==> src/hdl/double_hash_table_assert.svh <==
// assertion macros for the double hash table
// expects clk_i and rst_ni in the including module
`ifndef DOUBLE_HASH_TABLE_ASSERT_SVH
`define DOUBLE_HASH_TABLE_ASSERT_SVH

// property must hold at every clock edge out of reset
`define DHT_ASSERT(lbl, prop, msg) \
  lbl: assert property (@(posedge clk_i) disable iff (!rst_ni) (prop)) else $error(msg);

// antecedent at one edge implies consequent at the next edge
`define DHT_ASSERT_NEXT(lbl, ante, cons, msg) \
  lbl: assert property (@(posedge clk_i) disable iff (!rst_ni) (ante) |=> (cons)) \
    else $error(msg);

`endif

==> src/hdl/dht_pkg.sv <==
// shared types and constants for the double hash table
// no dependencies
package dht_pkg;

  localparam int KeyW    = 31;
  localparam int KindW   = 2;
  localparam int StatusW = 2;
  localparam int SlotW   = 4;

  localparam int DhtSlots   = 16;
  localparam int DhtStepMod = 7;

  localparam logic [KindW-1:0] KindInsert = 2'd0;
  localparam logic [KindW-1:0] KindDelete = 2'd1;
  localparam logic [KindW-1:0] KindSearch = 2'd2;

  localparam logic [StatusW-1:0] StDone    = 2'd0;
  localparam logic [StatusW-1:0] StMissing = 2'd1;
  localparam logic [StatusW-1:0] StFull    = 2'd2;

  // divisor select of the shared remainder unit
  localparam logic SelSlots = 1'b0;
  localparam logic SelStep  = 1'b1;

  typedef enum logic [2:0] {
    S_CLR,
    S_IDLE,
    S_MODK,
    S_MODX,
    S_MODS,
    S_STEP,
    S_CHK,
    S_RESP
  } state_e;

endpackage

==> src/hdl/dht_ram.sv <==
// generic single-port ram with registered read
// no dependencies
module dht_ram #(
  parameter int WIDTH = 32,
  parameter int DEPTH = 16
) (
  input  logic                     clk_i,
  input  logic                     we_i,
  input  logic [$clog2(DEPTH)-1:0] addr_i,
  input  logic [WIDTH-1:0]         wdata_i,
  output logic [WIDTH-1:0]         rdata_o
);

  logic [WIDTH-1:0] mem_q [DEPTH];
  logic [WIDTH-1:0] rdata_q;

  always_ff @(posedge clk_i) begin
    if (we_i) begin
      mem_q[addr_i] <= wdata_i;
    end else begin
      rdata_q <= mem_q[addr_i];
    end
  end

  assign rdata_o = rdata_q;

endmodule

==> src/hdl/dht_mod_unit.sv <==
// shared remainder unit: reciprocal multiply by one of two constant divisors,
// issue one cycle, remainder valid the next
// depends on dht_pkg
module dht_mod_unit
  import dht_pkg::*;
#(
  parameter int DIV_A = DhtSlots,
  parameter int DIV_B = DhtStepMod,
  parameter int RW    = ($clog2(DIV_A) > $clog2(DIV_B)) ? $clog2(DIV_A) : $clog2(DIV_B)
) (
  input  logic            clk_i,
  input  logic            sel_i,
  input  logic [KeyW-1:0] din_i,
  output logic [RW-1:0]   rem_o
);

  localparam int PW  = 2 * KeyW + 1;
  localparam int ShA = KeyW + $clog2(DIV_A);
  localparam int ShB = KeyW + $clog2(DIV_B);
  localparam logic [KeyW:0] RecipA = (KeyW+1)'(((64'd1 << ShA) / 64'(DIV_A)) + 64'd1);
  localparam logic [KeyW:0] RecipB = (KeyW+1)'(((64'd1 << ShB) / 64'(DIV_B)) + 64'd1);
  localparam logic [RW-1:0] DivA   = RW'(DIV_A);
  localparam logic [RW-1:0] DivB   = RW'(DIV_B);

  logic [PW-1:0]   prod_q;
  logic [KeyW-1:0] din_q;
  logic            sel_q;
  logic [KeyW:0]   recip;
  logic [KeyW-1:0] quo;
  logic [RW-1:0]   qd;

  assign recip = (sel_i == SelStep) ? RecipB : RecipA;

  always_ff @(posedge clk_i) begin
    prod_q <= PW'(din_i) * PW'(recip);
    din_q  <= din_i;
    sel_q  <= sel_i;
  end

  // remainder is below the divisor, so only the low bits are needed
  assign quo   = (sel_q == SelStep) ? KeyW'(prod_q >> ShB) : KeyW'(prod_q >> ShA);
  assign qd    = RW'(quo) * ((sel_q == SelStep) ? DivB : DivA);
  assign rem_o = din_q[RW-1:0] - qd;

endmodule

==> src/hdl/double_hash_table.sv <==
// double hash table top level: sequencer, shared remainder unit, slot ram
// depends on dht_pkg, dht_mod_unit, dht_ram, double_hash_table_assert.svh
//
//  channel | direction | handshake               | fields
//  in      | input     | in_valid_i / in_stall_o  | kind_i, key_i
//  out     | output    | out_valid_o / out_stall_i | status_o, slot_o
//
// a word passes three remainder steps (S_MODK, S_MODX, S_MODS), a read setup (S_STEP),
// one probe per visited slot (1 to TABLE_SLOTS, in S_CHK) and S_RESP, which registers
// the result once the out register is free; the next word is accepted in S_IDLE after that
// after reset a clearing pass (S_CLR) empties every slot
// in_stall_o stays high from accept until the result is in the out register
// a waiting result does not block the next word until that one finishes
`include "double_hash_table_assert.svh"

module double_hash_table
  import dht_pkg::*;
#(
  parameter int TABLE_SLOTS  = DhtSlots,
  parameter int STEP_MODULUS = DhtStepMod
) (
  input  logic               clk_i,
  input  logic               rst_ni,
  input  logic               in_valid_i,
  output logic               in_stall_o,
  input  logic [KindW-1:0]   kind_i,
  input  logic [KeyW-1:0]    key_i,
  output logic               out_valid_o,
  input  logic               out_stall_i,
  output logic [StatusW-1:0] status_o,
  output logic [SlotW-1:0]   slot_o
);

  localparam int IW   = $clog2(TABLE_SLOTS);
  localparam int MW   = $clog2(STEP_MODULUS);
  localparam int SW   = $clog2(STEP_MODULUS + 1);
  localparam int RemW = (IW > MW) ? IW : MW;
  localparam int RamW = KeyW + 1;

  state_e state_q, state_d;

  logic [IW-1:0]      cnt_q, cnt_d;
  logic [KindW-1:0]   kind_q, kind_d;
  logic [KeyW-1:0]    key_q, key_d;
  logic [IW-1:0]      idx_q, idx_d;
  logic [IW-1:0]      step_q, step_d;
  logic [StatusW-1:0] res_status_q, res_status_d;
  logic [IW-1:0]      res_slot_q, res_slot_d;
  logic               out_valid_q, out_valid_d;
  logic [StatusW-1:0] status_q, status_d;
  logic [SlotW-1:0]   slot_q, slot_d;

  logic            mod_sel;
  logic [KeyW-1:0] mod_din;
  logic [RemW-1:0] mod_rem;

  logic            ram_we;
  logic [IW-1:0]   ram_addr;
  logic [RamW-1:0] ram_wdata, ram_rdata;

  logic            in_acc, is_ins, is_del, hit, last_probe, out_free;
  logic [IW:0]     sum, sum_w;
  logic [IW-1:0]   idx_n;
  logic [SW-1:0]   sval;
  logic [IW+SlotW-1:0] slot_ext;

  dht_mod_unit #(
    .DIV_A(TABLE_SLOTS),
    .DIV_B(STEP_MODULUS),
    .RW   (RemW)
  ) u_mod (
    .clk_i(clk_i),
    .sel_i(mod_sel),
    .din_i(mod_din),
    .rem_o(mod_rem)
  );

  dht_ram #(
    .WIDTH(RamW),
    .DEPTH(TABLE_SLOTS)
  ) u_ram (
    .clk_i  (clk_i),
    .we_i   (ram_we),
    .addr_i (ram_addr),
    .wdata_i(ram_wdata),
    .rdata_o(ram_rdata)
  );

  assign in_stall_o = (state_q != S_IDLE);
  assign in_acc     = in_valid_i && !in_stall_o;
  assign is_ins     = (kind_q == KindInsert);
  assign is_del     = (kind_q == KindDelete);
  assign hit        = is_ins ? !ram_rdata[KeyW]
                             : (ram_rdata[KeyW] && (ram_rdata[KeyW-1:0] == key_q));
  assign last_probe = (cnt_q == IW'(TABLE_SLOTS - 1));
  assign out_free   = !out_valid_q || !out_stall_i;

  assign sum   = {1'b0, idx_q} + {1'b0, step_q};
  assign sum_w = (sum >= (IW+1)'(TABLE_SLOTS)) ? (sum - (IW+1)'(TABLE_SLOTS)) : sum;
  assign idx_n = sum_w[IW-1:0];
  assign sval  = SW'(STEP_MODULUS) - SW'(mod_rem[MW-1:0]);

  // next state
  always_comb begin
    state_d = state_q;
    unique case (state_q)
      S_CLR: begin
        if (last_probe) state_d = S_IDLE;
      end
      S_IDLE: begin
        if (in_acc) state_d = S_MODK;
      end
      S_MODK: state_d = S_MODX;
      S_MODX: state_d = S_MODS;
      S_MODS: state_d = S_STEP;
      S_STEP: state_d = S_CHK;
      S_CHK: begin
        if (hit || last_probe) state_d = S_RESP;
      end
      S_RESP: begin
        if (out_free) state_d = S_IDLE;
      end
      default: state_d = S_IDLE;
    endcase
  end

  // datapath and control
  always_comb begin
    cnt_d        = cnt_q;
    kind_d       = kind_q;
    key_d        = key_q;
    idx_d        = idx_q;
    step_d       = step_q;
    res_status_d = res_status_q;
    res_slot_d   = res_slot_q;
    status_d     = status_q;
    slot_d       = slot_q;
    out_valid_d  = out_valid_q && out_stall_i;
    mod_sel      = SelSlots;
    mod_din      = key_q;
    ram_we       = 1'b0;
    ram_addr     = idx_q;
    ram_wdata    = {1'b0, key_q};
    slot_ext     = {{SlotW{1'b0}}, res_slot_q};
    unique case (state_q)
      S_CLR: begin
        ram_we    = 1'b1;
        ram_addr  = cnt_q;
        ram_wdata = '0;
        cnt_d     = cnt_q + 1'b1;
      end
      S_IDLE: begin
        if (in_acc) begin
          kind_d = kind_i;
          key_d  = key_i;
        end
      end
      S_MODK: begin
        // key mod table size issued with the default select
      end
      S_MODX: begin
        idx_d   = mod_rem[IW-1:0];
        mod_sel = SelStep;
      end
      S_MODS: begin
        mod_sel = SelSlots;
        mod_din = KeyW'(sval);
      end
      S_STEP: begin
        step_d   = mod_rem[IW-1:0];
        cnt_d    = '0;
        ram_addr = idx_q;
      end
      S_CHK: begin
        if (hit) begin
          ram_we       = is_ins || is_del;
          ram_addr     = idx_q;
          ram_wdata    = {is_ins, key_q};
          res_status_d = StDone;
          res_slot_d   = idx_q;
        end else if (last_probe) begin
          res_status_d = is_ins ? StFull : StMissing;
          res_slot_d   = '0;
        end else begin
          ram_addr = idx_n;
          idx_d    = idx_n;
          cnt_d    = cnt_q + 1'b1;
        end
      end
      S_RESP: begin
        if (out_free) begin
          out_valid_d = 1'b1;
          status_d    = res_status_q;
          slot_d      = slot_ext[SlotW-1:0];
        end
      end
      default: begin
        out_valid_d = out_valid_q && out_stall_i;
      end
    endcase
  end

  always_ff @(posedge clk_i or negedge rst_ni) begin
    if (!rst_ni) begin
      state_q     <= S_CLR;
      cnt_q       <= '0;
      out_valid_q <= 1'b0;
    end else begin
      state_q     <= state_d;
      cnt_q       <= cnt_d;
      out_valid_q <= out_valid_d;
    end
  end

  always_ff @(posedge clk_i) begin
    kind_q       <= kind_d;
    key_q        <= key_d;
    idx_q        <= idx_d;
    step_q       <= step_d;
    res_status_q <= res_status_d;
    res_slot_q   <= res_slot_d;
    status_q     <= status_d;
    slot_q       <= slot_d;
  end

  assign out_valid_o = out_valid_q;
  assign status_o    = status_q;
  assign slot_o      = slot_q;

  `DHT_ASSERT(a_idx_range, (state_q != S_CHK) || (idx_q <= IW'(TABLE_SLOTS - 1)),
    "probe index out of table range")
  `DHT_ASSERT(a_we_state, !ram_we || state_q == S_CLR || state_q == S_CHK,
    "ram written outside clear or probe")
  `DHT_ASSERT_NEXT(a_acc_start, in_acc, state_q == S_MODK,
    "accepted word did not start key reduction")
  `DHT_ASSERT(a_out_src, !$rose(out_valid_q) || $past(state_q) == S_RESP,
    "result shown without a finished probe")

endmodule

==> config.mk <==
export PLATFORM = sky130hd
export DESIGN_NAME = double_hash_table
export DESIGN_NICKNAME = d
export VERILOG_FILES = /design/src/hdl/dht_pkg.sv /design/src/hdl/dht_ram.sv /design/src/hdl/dht_mod_unit.sv /design/src/hdl/double_hash_table.sv
export VERILOG_INCLUDE_DIRS = /design/src /design/src/hdl
export SDC_FILE = /design/constraint.sdc
export NUM_CORES = 1
export LEC_CHECK = 0
export BUFFER_PORTS_ARGS = -buffer_cell sky130_fd_sc_hd__buf_2
export CORE_MARGIN = 1
export CORE_UTILIZATION = 60
export CTS_CLUSTER_SIZE = 14
export DETAILED_ROUTE_END_ITERATION = 8
export PLACE_DENSITY = 0.75
export SYNTH_ARGS = -nofsm -noshare
export SYNTH_HDL_FRONTEND = slang
export SYNTH_SLANG_ARGS = --single-unit
export TNS_END_PERCENT = 100
==> constraint.sdc <==
create_clock -name clk_i -period 20.6 [get_ports clk_i]
set_clock_uncertainty 0.15 [all_clocks]
set_input_delay 3.09 -clock clk_i [delete_from_list [all_inputs] [get_ports clk_i]]
set_output_delay 3.09 -clock clk_i [all_outputs]
set_load 0.005 [all_outputs]
**After elaboration in Yosys (flattened, before gate mapping)**

Memory sizes are Yosys's and may differ from the RTL's. A register that Yosys moved wholly into a read port is not among the register bits.
Cells that the tools add are included.

- Logic and storage cells: 92
- Output and inout port bits: 8
- Bits in writable memories: 512
- Memories kept: 1
- Register bits after elaboration: 105
- Input port bits: 37

- Mux-type cells: 31
- Order comparisons: 1
- Multiply operators: 2
- Equality and inequality tests: 17
- Reduce and logical (&&, ||, !) cells: 21
- $add $sub $neg: 5

Memory list:

| memory | words | bits a word | read ports | clocked after memory_dff | write ports | line | text |
|---|---|---|---|---|---|---|---|
| u_ram.mem_q | 16 | 32 | 1 | 1 | 1 | dht_ram.sv:14 | `logic [WIDTH-1:0] mem_q [DEPTH];` |

Operators by type and width:

| kind | count |
|---|---|
| one-hot mux 32 bit (2 select lines) | 1 |
| multiplier 31 x 32 -> 39 bit | 1 |
| 2-to-1 mux 32 bit | 1 |
| 2-to-1 mux 4 bit | 8 |
| == test 31 bit | 1 |
| 2-to-1 mux 31 bit | 1 |
| 2-to-1 mux 29 bit | 1 |
| one-hot mux 3 bit (8 select lines) | 1 |
| one-hot mux 4 bit (2 select lines) | 2 |
| 2-to-1 mux 3 bit | 5 |
| == test 3 bit (second input constant) | 4 |
| inequality test 2 bit (second input constant) | 6 |
| one-hot mux 4 bit (3 select lines) | 1 |
| 2-to-1 mux 1 bit | 7 |
| == test 3 x 2 -> 1 bit (second input constant) | 2 |
| AND reduction 2 bit | 3 |
| adder 4 x 4 -> 5 bit | 1 |
| greater-or-equal comparator 5 bit (second input constant) | 1 |
| zero test 1 bit | 5 |
| adder 4 x 1 -> 4 bit (second input constant) | 1 |
| == test 4 bit (second input constant) | 1 |
| multiplier 4 x 3 -> 4 bit | 1 |
| 2-to-1 mux 2 bit | 2 |
| AND reduction 4 bit | 1 |
| 14 further kinds | 19 |

**Logic depth before layout (Yosys ltp)**

- Depth in word-level cells: 7
- Gate-level depth with buffers: 31
- Depth with buffers taken out: 29

**Cells and area by module**

A second synthesis with hierarchy kept.

- Cells, all modules: 1,956
- Area, all modules: 31,302.5 µm²

Modules (own cells, without submodules):

| module | instances | sequential area each (µm²) | cells each | area each (µm²) |
|---|---|---|---|---|
| dht_ram | 1 | 16,335.7 | 841 | 20,184.4 |
| dht_mod_unit | 1 | 180.2 | 824 | 7,817.5 |
| double_hash_table | 1 | 1,791.7 | 291 | 3,300.7 |

**Worst setup path after synthesis**

OpenSTA, ideal clock, no wires.

- Path kind: register to register
- From: register u_mod.sel_q
- To: register u_mod.prod_q[36]
- Cell stages (with the launch flop): 29
- Clock period less this slack: 6.496 ns
- Library setup time: 0.127 ns
- Required time: 20.323 ns
- Path slack: 14.104 ns
- Path buffers: 0
- Arrival: 6.219 ns
- Path through: dfxtp_1 -> nand2_1 -> inv_1 -> fa_1 -> ha_1 -> inv_1 -> ha_1 -> xor2_1 -> o21ai_0 -> nand2_1 -> fa_1 -> fa_1 -> inv_1 -> fa_1 -> inv_1 -> fa_1 -> inv_1 -> ha_1 -> ha_1 -> a21o_1 -> a21o_1 -> a21oi_1 -> nor2b_1 -> o21ai_0 -> nand2_1 -> a31o_2 -> a31oi_1 -> a21boi_0 -> xor2_1

- Word-level cells in the longest chain between the ends: 6
- Elaborated cells between the ends (all ways): 7
- Those cells by class: add/sub: 2; mul: 2; mux: 3

RTL lines:

| what | line | text |
|---|---|---|
| start: declaration | dht_mod_unit.sv:27 | `logic sel_q;` |
| start signal: assignment | dht_mod_unit.sv:37 | `sel_q <= sel_i;` |
| 2-to-1 mux 4 bit or 2-to-1 mux 3 bit (tied branches) | dht_mod_unit.sv:41, dht_mod_unit.sv:42 |  |
| multiplier 4 x 3 -> 4 bit * | dht_mod_unit.sv:42 | `assign qd = RW'(quo) * ((sel_q == SelStep) ? DivB : DivA);` |
| subtractor 4 bit * | dht_mod_unit.sv:43 | `assign rem_o = din_q[RW-1:0] - qd;` |
| via mod_rem[2] | double_hash_table.sv:55 | `logic [RemW-1:0] mod_rem;` |
| subtractor 3 bit * | double_hash_table.sv:101 | `assign sval = SW'(STEP_MODULUS) - SW'(mod_rem[MW-1:0]);` |
| 2-to-1 mux 31 bit * | double_hash_table.sv:145 | `unique case (state_q)` |
| via mod_din[2] | double_hash_table.sv:54 | `logic [KeyW-1:0] mod_din;` |
| multiplier 31 x 32 -> 39 bit * | dht_mod_unit.sv:35 | `prod_q <= PW'(din_i) * PW'(recip);` |
| end signal: assignment | dht_mod_unit.sv:35 |  |
| end: declaration | dht_mod_unit.sv:25 | `logic [PW-1:0] prod_q;` |

Mark *: on every way through the listed nets, which the timed path passes. The rest lies on a longest branch.
A chain may end at the register's enable or synchronous reset.

**Worst setup path after layout**

Ends and elaborated chain as after synthesis.

==> results.sh <==
export IMPL_status="completed"
export IMPL_die_area_sq_mm=0.0519
export IMPL_avgSynthCellArea_sq_um=15.0
export IMPL_setup_violations_final=0
export IMPL_layout_setup_ws_ps=13410
export IMPL_yosys_area_share_adder_pct=17.7
export IMPL_syn_nets=2419
export IMPL_drtIter0Drc=1891
export IMPL_synthXorXnorAreaFrac_pct=1.86
export IMPL_postCtsHoldBufs=0
export IMPL_gp_congestion=0.927
export IMPL_wire_per_inst_microns=26.0
export IMPL_rows=82
export IMPL_synth_area_sq_mm=0.0306
export IMPL_dp_cells=2717
export IMPL_clk_pin_slew_ps=60
export IMPL_cts_buffer_depth=3
export IMPL_htree_num_levels=2
export IMPL_layout_cells_non_filler=2831
export IMPL_vias=17700
export IMPL_final_max_slew_viol_count=0
export IMPL_cp_slowest_stage_delay_ps=580
export IMPL_r2r_start="u_mod.sel_q$_DFF_P_"
export IMPL_hold_viol=0
export IMPL_cts_sinks=614
export IMPL_async_flop_share_pct=1.30
export IMPL_synth_top_family_by_area="adder cells"
export IMPL_drc_errors=0
export IMPL_synth_edf_count=597
export IMPL_grt_pass1_vias=18300
export IMPL_grt_max_degree=98
export IMPL_grt_overflow=0
export IMPL_start_util_pct=61.0
export IMPL_fillCellCount=3354
export IMPL_multiInputGateArea_sq_mm=0.0112
export IMPL_synth_mux_area_share_pct=4.53
export IMPL_post_route_period_util_pct=34.9
export IMPL_place_hpwl_microns=47100
export IMPL_antenna_found_initial=2
export IMPL_antenna_left=0
export IMPL_area_growth_pct=10.3
export IMPL_top_usage_layer="met2"
export IMPL_place_area_sq_mm=0.0318
export IMPL_synth_cells=2041
export IMPL_ys_seq_elements=614
export IMPL_crit_type="flop to flop"
export IMPL_yosysWarnings=0
export IMPL_firstDrtPassIters=7
export IMPL_synth_seq_area_share_pct=59.9
export IMPL_insertion_delay_ps=660
export IMPL_finalSetupTns_ps=0
export IMPL_layout_drive_gt1_share_pct=11.2
export IMPL_peakVddDrop_mv=0.157
export IMPL_worst_r2r_cell_count=28
export IMPL_relSlewSlack_pct=24.0
export IMPL_rsz0062_at_grt="no"
export IMPL_cts_buffers=61
export IMPL_synthFlopType="edfxtp_1"
export IMPL_io_pins=45
export IMPL_cts_resized_gates=0
export IMPL_ys_types=54
export IMPL_die_h_microns=228
export IMPL_final_area_sq_mm=0.0337
export IMPL_leakage_nw=13.0
export IMPL_synth_simple_gate_area_share_pct=6.09
export IMPL_totalWireLength_microns=73600
export IMPL_regArea_sq_mm=0.0183
export IMPL_grt_util_all_layers_pct=29.0
export IMPL_grtUsageMet2_pct=48.3
export IMPL_whs_path_depth=0
export IMPL_clock_fmax_mhz=139
export IMPL_postCtsSetupBuffers=0
export IMPL_maxCapViolCount=0
export IMPL_arrival_ps=7530
export IMPL_synth_compound_area_share_pct=5.78
export IMPL_die_w_microns=228
export IMPL_crit_path_start_kind="flop"
export IMPL_core_area_sq_mm=0.0502
export IMPL_min_period_ps=7190
export IMPL_crit_slowest_cell="fa_1"
export IMPL_n_antenna_cell=0
export IMPL_cts_tree="yes"
export IMPL_cts_root_buf="clkbuf_16"
export IMPL_grt_pass1_wl_microns=111000
export IMPL_min_from="res_status_q[1]$_SDFFCE_PP0P_"
export IMPL_power_density_mw_per_mm2=166
export IMPL_pre_cts_ws_ps=13440
export IMPL_setup_worst_path_start="u_mod.sel_q$_DFF_P_"
export IMPL_cp_max_fo=5
export IMPL_grt_use_met3_pct=5.20
export IMPL_port_buffers=44
export IMPL_use_met1_pct=38.3
export IMPL_endpoint_kind="flop"
export IMPL_critPathRequiredTime_ps=20940
export IMPL_hp_class="flop to flop"
export IMPL_tightestPinTransition_ps=1140
export IMPL_num_nets_final=2486
export IMPL_avgViaCountPerCell=6.23
layout make-up:
type	count	area share, %
clock buffers	72	4.65
clock inverters	42	1.13
inverters	261	2.90
multi-input cells	1091	33.1
flip-flops and latches	614	54.3
well taps	672	2.49
repair buffers	79	1.43
power breakdown:
group / total (W) / switching, W / leakage [nW] / internal [W]
combinational: 0.00270 / 0.00171 / 6.44 / 0.000988
clock: 0.00108 / 0.000476 / 0.956 / 0.000599
sequential: 0.00183 / 0.0000905 / 5.63 / 0.00174
final timing paths:
check                                                 to  slack [ps]
worst max-delay path            u_mod.prod_q[36]$_DFF_P_       13410
worst min-delay path               status_o[1]$_DFFE_PP_         290
worst max register to register  u_mod.prod_q[36]$_DFF_P_       13410
worst min register to register     status_o[1]$_DFFE_PP_         290
max in group asynchronous           cnt_q[3]$_DFFE_PN0P_       17970
min in group asynchronous           cnt_q[0]$_DFFE_PN0P_        2110
worst max-delay path, delay by kind of cell, from the launching register on:
kind	cells	cell delay, ps
fa+ha+maj	9	3630
compound gates	8	1710
simple gates	4	600
flops	1	370
xor+xnor	2	340
buf+inv	5	280
cells in the mapped netlist (32+ instances only):
master      n  area share [%]
edfxtp_1  597              59
inv_1     260             3.2
ha_1      188             7.7
fa_1      153              10
nand3_1    66             1.1
mux2i_1    63             2.1
a32oi_1    61             1.7
clkbuf_1   60            0.74
and2_1     58             1.2
nand2_1    57            0.70
nor2_1     51            0.63
and3_1     40            0.82
xor2_1     39             1.1
a22oi_1    35            0.86
nor2b_1    34            0.70
a221oi_1   32            0.92
mux4_2     32             2.4
o22ai_1    32            0.65
per-layer routing:
| metal | wire length (microns) | part of all wire, % |
|---|---|---|
| met3 | 6550 | 8.9 |
| met5 | 0 | 0 |
| met4 | 2840 | 3.9 |
| met2 | 36100 | 49 |
| met1 | 28200 | 38 |
per-stage QoR:
step           total power [W]  util, %  hold slack [ps]
2_1_floorplan          0.00366        -              250
3_3_place_gp           0.00444     63.4              263
6_report               0.00560     67.3              287
3_5_place_dp           0.00452     63.4              274
4_1_cts                0.00561     67.3              289
5_1_grt                0.00596     67.3              297
flip-flops by register name, indices dropped and copies added (netlist names), 3 cells and up:
register       count
u_ram.mem_q      512
step_q             4
u_mod.prod_q       5
idx_q              4
key_q             31
u_mod.din_q        3
slot_o             4
u_ram.rdata_o     32
state_q            3
cnt_q              4
res_slot_q         4
cell usage in the layout, fill, tap and decap left out, drive strengths merged, types with 3 or more instances in the layout:
| master | instances |
|---|---|
| edfxtp | 597 |
| inv | 267 |
| ha | 188 |
| fa | 153 |
| buf | 79 |
| clkbuf | 72 |
| nand3 | 67 |
| mux2i | 63 |
| a32oi | 61 |
| and2 | 58 |
| nand2 | 57 |
| nor2 | 51 |
| and3 | 40 |
| xor2 | 39 |
| a22oi | 35 |
| nor2b | 34 |
| a221oi | 32 |
| mux4 | 32 |
| o22ai | 32 |
| clkinv | 30 |
| xnor2 | 26 |
| a21oi | 21 |
| nor4 | 20 |
| o21ai | 14 |
| nand4 | 12 |
| a21o | 11 |
| dfxtp | 9 |
| dfrtp | 8 |
| nor3 | 7 |
| o211ai | 5 |
| or2 | 5 |
| bufinv | 4 |
| mux2 | 3 |
| o311ai | 3 |
logic make-up after synthesis:
logic type	Yosys count
flip-flops	614
AND/OR/NAND/NOR	354
adder cells (fa/ha/maj)	341
buffers and inverters	336
AO/OA/AOI/OAI	233
multiplexers	98
XOR/XNOR	65
No activity file was read; power rests on OpenSTA's default activity.
